[config.mk]
export PLATFORM = sky130hd
export DESIGN_NAME = partial_perm_unrank_manhattan_overcheck
export DESIGN_NICKNAME = d
export VERILOG_FILES = /design/src/rtl/ppum_pkg.sv /design/src/rtl/partial_perm_unrank_manhattan_overcheck.sv /design/src/rtl/ppum_digit.sv /design/src/rtl/ppum_check.sv
export SDC_FILE = /design/constraint.sdc
export NUM_CORES = 2
export LEC_CHECK = 0
export BUFFER_PORTS_ARGS = -buffer_cell sky130_fd_sc_hd__buf_2
export CAP_MARGIN = 40
export CORE_AREA = 5 5 357 359
export DETAILED_ROUTE_END_ITERATION = 16
export DIE_AREA = 0 0 362 364
export PLACE_DENSITY = 0.77
export SYNTH_ARGS = -nofsm -noshare
export SYNTH_HDL_FRONTEND = slang
export SYNTH_SLANG_ARGS = --single-unit
[constraint.sdc]
create_clock -name clk -period 51 [get_ports clk]
set_input_delay 2.55 -clock clk [delete_from_list [all_inputs] [get_ports clk]]
set_output_delay 2.55 -clock clk [all_outputs]
set_load 0.005 [all_outputs]
[src/rtl/ppum_pkg.sv]
// ----------------------------------------------------------------------------
// ppum_pkg
// Shared types, constants and weight tables for the partial permutation
// unranking overestimate checker.
// ----------------------------------------------------------------------------
package ppum_pkg;

  localparam int unsigned NumCells   = 16;
  localparam int unsigned NumDigits  = 8;   // digits that place a pattern tile
  localparam int unsigned RankW      = 32;
  localparam int unsigned ByteW      = 8;
  localparam int unsigned SumW       = 6;   // at most 8 tiles * 6 moves

  localparam logic [RankW-1:0] TotalMode0 = 32'd518918400;   // P(16,8)
  localparam logic [RankW-1:0] TotalMode1 = 32'd4151347200;  // P(16,9)

  localparam logic CfgIdxMode  = 1'b0;
  localparam logic CfgIdxDelta = 1'b1;

  typedef logic [NumCells-1:0][3:0] ppum_cells_t;

  typedef struct packed {
    logic              valid;
    logic              bad;
    logic [RankW-1:0]  rank;
    logic [RankW-1:0]  rem;
    ppum_cells_t       cells;
    logic [SumW-1:0]   sum;
    logic [ByteW-1:0]  pdb;
    logic [ByteW-1:0]  pred;
  } ppum_stage_t;

  // Mixed-radix weight P(15-i, m-i-1) of digit i for each mode.
  function automatic logic [RankW-1:0] ppum_weight(input logic mode, input logic [2:0] i);
    logic [RankW-1:0] w;
    w = '0;
    if (!mode) begin
      case (i)
        3'd0: w = 32'd32432400;
        3'd1: w = 32'd2162160;
        3'd2: w = 32'd154440;
        3'd3: w = 32'd11880;
        3'd4: w = 32'd990;
        3'd5: w = 32'd90;
        3'd6: w = 32'd9;
        3'd7: w = 32'd1;
        default: w = 32'd1;
      endcase
    end else begin
      case (i)
        3'd0: w = 32'd259459200;
        3'd1: w = 32'd17297280;
        3'd2: w = 32'd1235520;
        3'd3: w = 32'd95040;
        3'd4: w = 32'd7920;
        3'd5: w = 32'd720;
        3'd6: w = 32'd72;
        3'd7: w = 32'd8;
        default: w = 32'd1;
      endcase
    end
    return w;
  endfunction

endpackage

[src/rtl/partial_perm_unrank_manhattan_overcheck.sv]
// ----------------------------------------------------------------------------
// partial_perm_unrank_manhattan_overcheck
// Pattern-database overestimate checker for a 4x4 sliding-tile puzzle.
// ----------------------------------------------------------------------------
// Input beats on s_axis carry a rank, the stored database byte and a
// predicted delta. The rank is unranked into 8 cells, the Manhattan
// distance of the pattern tiles is summed and the true delta is formed.
// A beat leaves on m_axis only when the prediction overshoots the true
// delta, or when the rank is out of range (tuser set, overshoot 0).
// Configuration: cfg_we writes cfg_data to register cfg_addr
// (0 = pattern mode, 1 = delta clamp); write only while the block is idle.
// From the accepting edge the beat is range-checked and registered, then
// passes eight digit stages (one compare-subtract divider per digit) and
// the check stage, each registered, before it reaches m_axis_tvalid.
// Throughput is one beat per cycle, but a stall on m_axis freezes the whole
// pipeline together with s_axis_tready; nothing is dropped or repeated.
// Synchronous reset clears all valid bits and loads the register resets.
// ----------------------------------------------------------------------------
module partial_perm_unrank_manhattan_overcheck import ppum_pkg::*; (
  input  logic        clk,
  input  logic        rst,
  input  logic        cfg_we,
  input  logic        cfg_addr,
  input  logic [7:0]  cfg_data,
  input  logic        s_axis_tvalid,
  output logic        s_axis_tready,
  input  logic [47:0] s_axis_tdata,   // state_rank[31:0], pdb_value[39:32], predicted_delta[47:40]
  output logic        m_axis_tvalid,
  input  logic        m_axis_tready,
  output logic [39:0] m_axis_tdata,   // record_rank[31:0], over_amount[39:32]
  output logic [0:0]  m_axis_tuser    // bad_rank[0]
);

  logic             pattern_mode;
  logic [ByteW-1:0] delta_cap;
  logic             advance;
  ppum_stage_t      pipe [NumDigits+1];
  ppum_stage_t      s0_next;
  logic [RankW-1:0] rank_in;

  // Hold configuration registers
  always_ff @(posedge clk) begin
    if (rst) begin
      pattern_mode <= 1'b0;
      delta_cap    <= 8'hFF;
    end else if (cfg_we) begin
      case (cfg_addr)
        CfgIdxMode:  pattern_mode <= cfg_data[0];
        CfgIdxDelta: delta_cap    <= cfg_data;
        default: ;
      endcase
    end
  end

  assign s_axis_tready = advance;
  assign rank_in       = s_axis_tdata[31:0];

  // Range check and load the full cell list
  always_comb begin
    s0_next.valid = s_axis_tvalid;
    s0_next.bad   = rank_in >= (pattern_mode ? TotalMode1 : TotalMode0);
    s0_next.rank  = rank_in;
    s0_next.rem   = rank_in;
    for (int j = 0; j < NumCells; j++) s0_next.cells[j] = 4'(j);
    s0_next.sum   = '0;
    s0_next.pdb   = s_axis_tdata[39:32];
    s0_next.pred  = s_axis_tdata[47:40];
  end

  always_ff @(posedge clk) begin
    if (rst) begin
      pipe[0].valid <= 1'b0;
    end else if (advance) begin
      pipe[0] <= s0_next;
    end
  end

  // Advance one digit per stage
  for (genvar i = 0; i < NumDigits; i++) begin : g_digit
    ppum_digit #(.STAGE(i)) u_digit (
      .clk     (clk),
      .rst     (rst),
      .advance (advance),
      .mode    (pattern_mode),
      .din     (pipe[i]),
      .dout    (pipe[i+1])
    );
  end

  ppum_check u_check (
    .clk       (clk),
    .rst       (rst),
    .delta_cap (delta_cap),
    .din       (pipe[NumDigits]),
    .out_ready (m_axis_tready),
    .advance   (advance),
    .out_valid (m_axis_tvalid),
    .out_rank  (m_axis_tdata[31:0]),
    .out_over  (m_axis_tdata[39:32]),
    .out_bad   (m_axis_tuser[0])
  );

endmodule

[src/rtl/ppum_digit.sv]
// ----------------------------------------------------------------------------
// ppum_digit
// One unranking stage: extract a digit, take the cell out of the available
// list and add that tile's Manhattan distance.
// ----------------------------------------------------------------------------
module ppum_digit import ppum_pkg::*; #(
  parameter int unsigned STAGE = 0
) (
  input  logic        clk,
  input  logic        rst,
  input  logic        advance,
  input  logic        mode,
  input  ppum_stage_t din,
  output ppum_stage_t dout
);

  localparam logic [3:0] Left = 4'(NumCells - 1 - STAGE);  // largest legal index

  logic [RankW-1:0] w;
  logic [RankW:0]   r;
  logic [RankW:0]   sh;
  logic [3:0]       q;
  logic [3:0]       idx;
  logic [3:0]       p;
  logic [3:0]       g;
  logic [1:0]       dr;
  logic [1:0]       dc;
  logic [2:0]       step_dist;
  ppum_cells_t      nxt;
  ppum_stage_t      dout_next;

  always_comb begin
    w = ppum_weight(mode, 3'(STAGE));
    r = {1'b0, din.rem};
    q = '0;
    for (int b = 3; b >= 0; b--) begin
      sh = {1'b0, w} << b;
      if (r >= sh) begin
        r    = r - sh;
        q[b] = 1'b1;
      end
    end
    idx = (q > Left) ? Left : q;
    p   = din.cells[idx];
    for (int j = 0; j < NumCells; j++) begin
      if (4'(j) < idx || j == NumCells - 1) nxt[j] = din.cells[j];
      else                                  nxt[j] = din.cells[(j + 1) % NumCells];
    end
    g    = mode ? 4'(STAGE + 7) : 4'(STAGE);
    dr   = (p[3:2] > g[3:2]) ? p[3:2] - g[3:2] : g[3:2] - p[3:2];
    dc   = (p[1:0] > g[1:0]) ? p[1:0] - g[1:0] : g[1:0] - p[1:0];
    step_dist = {1'b0, dr} + {1'b0, dc};

    dout_next       = din;
    dout_next.rem   = r[RankW-1:0];
    dout_next.cells = nxt;
    // the blank is the last digit in mode 0; skip it
    if (mode || STAGE < NumDigits - 1)
      dout_next.sum = din.sum + SumW'(step_dist);
  end

  always_ff @(posedge clk) begin
    if (rst) begin
      dout.valid <= 1'b0;
    end else if (advance) begin
      dout <= dout_next;
    end
  end

endmodule

[src/rtl/ppum_check.sv]
// ----------------------------------------------------------------------------
// ppum_check
// Final stage: clamp the true delta, compare with the prediction and hold
// the result beat in the output register.
// ----------------------------------------------------------------------------
module ppum_check import ppum_pkg::*; (
  input  logic              clk,
  input  logic              rst,
  input  logic [ByteW-1:0]  delta_cap,
  input  ppum_stage_t       din,
  input  logic              out_ready,
  output logic              advance,
  output logic              out_valid,
  output logic [RankW-1:0]  out_rank,
  output logic [ByteW-1:0]  out_over,
  output logic              out_bad
);

  logic [ByteW-1:0] tru;
  logic             over;

  always_comb begin
    tru  = ({2'b00, din.sum} < din.pdb) ? din.pdb - ByteW'(din.sum) : '0;
    if (tru > delta_cap) tru = delta_cap;
    over = din.pred > tru;
  end

  assign advance = !out_valid || out_ready;

  always_ff @(posedge clk) begin
    if (rst) begin
      out_valid <= 1'b0;
    end else if (advance) begin
      out_valid <= din.valid && (din.bad || over);
      out_rank  <= din.rank;
      out_over  <= din.bad ? '0 : din.pred - tru;
      out_bad   <= din.bad;
    end
  end

endmodule
Yosys cells after proc, flatten, opt, wreduce, memory -nomap -nowiden --
Memory sizes are Yosys's and may differ from the RTL's. Index checks and enable logic that the tools add are counted.
Word-level totals: bits in registers 1190, output and inout port bits 43, input bits 62, logic and storage cells 655, memories kept 1, memory bits (read-only) 64
Cells by class: mux-type cells 221, bitwise logic cells 2, add/sub/neg operators 80, order comparisons 173, reductions and logical operators 7
Memories:
- (no name shown) | depth 16, width 4, read ports 1, clocked after memory_dff 0, wr ports 0, RTL line ppum_digit.sv:44 | p = din.cells[idx];
Operators by type and width (number):
- 2-to-1 mux 33 bit | 24
- >= comparator 33 bit | 16
- subtractor 33 bit | 16
- 2-to-1 mux 4 bit | 109
- 2-to-1 mux 32 bit | 8
- subtractor 32 bit | 7
- < comparator 4 bit (first input constant) | 49
- binary-select mux 4 bit (select 4 bit) | 7
- < comparator 3 x 4 -> 1 bit (first input constant) | 28
- subtractor 2 bit | 32
- < comparator 1 x 4 -> 1 bit (first input constant) | 14
- < comparator 2 x 4 -> 1 bit (first input constant) | 14
- < comparator 4 x 5 -> 1 bit (second input constant) | 8
- 2-to-1 mux 1 bit | 40
- 2-to-1 mux 2 bit | 20
- adder 6 x 3 -> 6 bit | 6
- >= comparator 33 x 10 -> 1 bit | 1
- >= comparator 33 x 13 -> 1 bit | 1
- >= comparator 33 x 17 -> 1 bit | 1
- >= comparator 33 x 21 -> 1 bit | 1
- >= comparator 33 x 25 -> 1 bit | 1
- >= comparator 33 x 28 -> 1 bit | 1
- >= comparator 33 x 32 -> 1 bit | 1
- >= comparator 33 x 7 -> 1 bit | 1
- 40 further kinds | 77

Depth between registers and ports, before layout --
depth after elaboration 18, mapped depth 67, gate-level depth less buffers 56

Cells and area by module --
Synthesis repeated with hierarchy kept, for this count alone.
Unflattened totals: cells, all modules 9640, area, all modules 96049.6 um2
By module, submodules not included:
- ppum_digit at g_digit[0].u_digit | seq. area each 4554.4 um2, times used 1, area each 12363.1 um2, cells each 1307
- ppum_digit at g_digit[2].u_digit | seq. area each 4554.4 um2, times used 1, area each 12176.7 um2, cells each 1290
- ppum_digit at g_digit[3].u_digit | seq. area each 4554.4 um2, times used 1, area each 11926.4 um2, cells each 1207
- ppum_digit at g_digit[1].u_digit | seq. area each 4554.4 um2, times used 1, area each 11730.0 um2, cells each 1205
- ppum_digit at g_digit[4].u_digit | seq. area each 4554.4 um2, times used 1, area each 11282.1 um2, cells each 1162
- ppum_digit at g_digit[5].u_digit | seq. area each 4554.4 um2, times used 1, area each 11085.6 um2, cells each 1104
- ppum_digit at g_digit[6].u_digit | seq. area each 4554.4 um2, times used 1, area each 10687.8 um2, cells each 1032
- ppum_digit at g_digit[7].u_digit | seq. area each 4554.4 um2, times used 1, area each 10168.5 um2, cells each 1008
- ppum_check | seq. area each 1251.2 um2, times used 1, area each 2413.6 um2, cells each 194
- partial_perm_unrank_manhattan_overcheck | seq. area each 1671.6 um2, times used 1, area each 2215.9 um2, cells each 131

Least setup slack after synthesis --
No wires, ideal clock.
kind input to register, from input port rst, to register g_digit[0].u_digit.dout[0] (netlist bit) (enable), required time 48627 ps, buffers on the path 1, path slack 5026 ps, arrival 43601 ps, library setup time 2373 ps, cell stages on the path 2, cell sequence clkbuf_1 nor2_1
Between the ends: cells in the longest elaborated chain, start to end 2
Ends and longest elaborated chain:
- from (decl) | RTL line partial_perm_unrank_manhattan_overcheck.sv:21 | input logic rst,
- NOT 1 bit (no line)
- AND reduction 2 bit (no line)
- to (signal assigned) | RTL line ppum_digit.sv:66 | dout <= dout_next;
- to (decl) | RTL line ppum_digit.sv:14 | output ppum_stage_t dout
Every way passes these cells. A chain may end at the register's enable or synchronous reset.

==> results.md <==
* Final core utilization at 0.654
* Global-route wire length before repair at roughly 320000 microns
* Antenna diode count at 0
* Io pins at 105
* Post-synth EDFFs at between 900 and 1000
* Synthesis-stage register bit count at 1006
* Post-synth top area share at 0.395
* Number of global-route vias before repair at roughly 60000
* Post-Synthesis Cells at approximately 7800
* Clk_skew at ~0.038 ns
* Tot GR Track Use at 0.300
* DRC viols at 0
* Share of post-route cells with drive strength above 1 at 0.0989
* WP data arrival at roughly 17 ns
* Detailed placement HPWL at approximately 150000 microns
* Routed vias/inst at around 6.5
* DRT Pass-1 Iters at 8
* Final WL at between 200000 and 250000 microns
* I/O Buffers at 104
* Hold path start: g_digit[4].u_digit.dout[12]
* Post-route cell area at about 80000 sq um
* Largest net degree at the start of global routing at between 150 and 200
* Detail Route Antenna Nets at 0
* Resized Gates After CTS at 0
* Critical Path RT at approximately 50 ns
* Async SR Flop Fraction at 0
* Initial antenna violation count at 1
* Slew margin rel. at 0.359
* F_max at ~0.06 GHz
* Final clock period utilization by the worst path at 0.325
* Root Buffer: clkbuf_16
* Most common cell in the netlist: edfxtp_1
* Via count at between 60000 and 70000
* Commonest cells in the netlist: 987 x edfxtp_1, 746 x nand2_1, 609 x nor2_1, 461 x xnor2_1, 397 x a21oi_1
* Clock tree buffer depth at 3
* Synth area leader: edfxtp_1
* Yosys cell types at roughly 120
* Remaining global-route overflow at 0
* Slowest CP cell: o2111a_1
* CTS Hold Buffers Added at 0
* Pre-CTS WS at 34.74 ns
* Multi-input logic area at around 43000 sq um
* Status: completed
* CTS tree: done
* GP Congestion at between 0.9 and 1
* # fillers at between 9000 and 10000
* Total CTS buffers at 100
* Startpoint types: flip-flop
* Critical path peak fanout at slightly below 90
* Synth warnings at 0
* Die W at 362 microns
* Total die area at 132000 sq um
* Worst slew pin tran at ~0.95 ns
* Worst-path clk slew at about 0.070 ns
* Max cap viols at 0
* Slew Limit Fails at 0
* Die height at about 360 microns
* Worst-Skew Late Latency at around 0.72 ns
* Worst r2r src: pattern_mode
* Setup violations, final at 0
* DR iter-0 viols at approximately 6600
* # rows at roughly 130
* CP startpoint: pattern_mode
* Synth area leaders: edfxtp_1 40%, xnor2_1 5.4%, ha_1 5.3%
* Setup TNS at 0 ns
* CTS Sinks at around 1000
* FF+latch area at about 30000 sq um
* Total core area at ~120000 sq um
* Shortest period the worst path allows at ~17 ns
* Critical Path End Type: flip-flop
* Final worst setup slack at about 34 ns
* Mapped Area at about 75000 sq um
* Worst Hold Class: reg2reg
* CP max stage delay at roughly 0.91 ns
* Detail-routed net length per standard cell at around 21 microns
* Postcts setup bufs at 0
* Seq/Total Area, Yosys at 0.400
* Most common cell on crit path: ha_1
* Synth Area per Inst at 9.65 sq um
* WS Path Type: reg2reg
* Htree depth at 3
* RSZ-0062 raised after global routing: false
* Layout net count at between 8000 and 9000
* Effective utilization at floorplan at 0.607
* Post-synth top flop: edfxtp_1
* Placement Cell Area at ~77000 sq um
* Hold Violations, Final at 0
* Area Overhead vs Synth at 7.70%
## worst max-delay path: cells and delay by family, from the launching register on
kind            cells  cell delay [ns]
mux                 2             0.51
xor+xnor            4             0.90
compound gates     12             4.02
buf+inv             5             1.61
flops               1             0.88
simple gates       14             4.66
fa+ha+maj           9             3.55
## cell usage in the layout, fill, tap and decap left out, types with 84 or more instances in the layout
master	Yosys	final
o211ai_1	87	87
a21oi_1	397	396
edfxtp_1	987	987
a211oi_1	99	99
mux2_2	210	210
ha_1	319	319
inv_1	290	290
or3_1	94	94
nor3_1	266	264
nor4_1	111	109
a31oi_1	101	101
nor2_1	609	605
clkbuf_16	0	102
xnor2_1	461	461
nand3_1	234	234
xor2_1	286	286
o21ai_0	311	311
nand2b_1	89	89
nand4_1	126	126
nand2_1	746	746
buf_4	6	84
a21o_1	96	96
mux2i_1	170	170
buf_2	53	106
## sequential cells by signal, indices dropped and copies added (netlist names)
name,flops
g_digit.u_digit.dout,905
pipe,50
u_check.out_rank,32
delta_cap,8
u_check.out_over,8
pattern_mode,1
u_check.out_bad,1
u_check.out_valid,1
## final timing paths
path                                                    end  slack [ns]  cells past startpoint
worst max-delay path            g_digit[2].u_digit.dout[19]       34.42                     46
worst min-delay path            g_digit[5].u_digit.dout[12]        0.40                      0
worst min register to register  g_digit[5].u_digit.dout[12]        0.40                      0
worst max register to register  g_digit[2].u_digit.dout[19]       34.42                     46
## layout make-up
type / instances / area share
timing repair buffer: 208 / 0.0185
tap: 1637 / 0.0254
sequential: 1006 / 0.372
inverter: 294 / 0.0138
multi-input combinational: 6193 / 0.530
clock buffer: 119 / 0.0324
clock inverter: 63 / 0.00813
## kinds of logic after synthesis
| family | synth area share |
|---|---|
| other | 0.0000500 |
| adder cells (fa/ha/maj) | 0.0618 |
| multiplexers | 0.0552 |
| buffers and inverters | 0.0303 |
| XOR/XNOR | 0.0877 |
| AND/OR/NAND/NOR | 0.198 |
| AO/OA/AOI/OAI | 0.166 |
| flip-flops | 0.400 |
## per-stage QoR
step           hold WS [ns]  cells
6_report              0.405   9520
5_1_grt               0.417   9520
4_1_cts               0.408   9518
3_5_place_dp          0.405   9336
3_3_place_gp          0.400   9316
2_1_floorplan         0.400   7775
## metal layers
| metal | vias up | GRT usage | wire (microns) | part of all wire |
|---|---|---|---|---|
| li1 | 29500 | - | - | - |
| met1 | 29700 | 0.384 | 83100 | 0.41 |
| met2 | 2531 | 0.527 | 101000 | 0.49 |
| met3 | 521 | 0.0317 | 12100 | 0.059 |
| met4 | 2 | 0.117 | 8860 | 0.043 |
| met5 | - | 0 | 13 | 0.000064 |
Power is not shown: default switching activity piles up to over one toggle a cycle in this logic, so the estimate is an artifact.
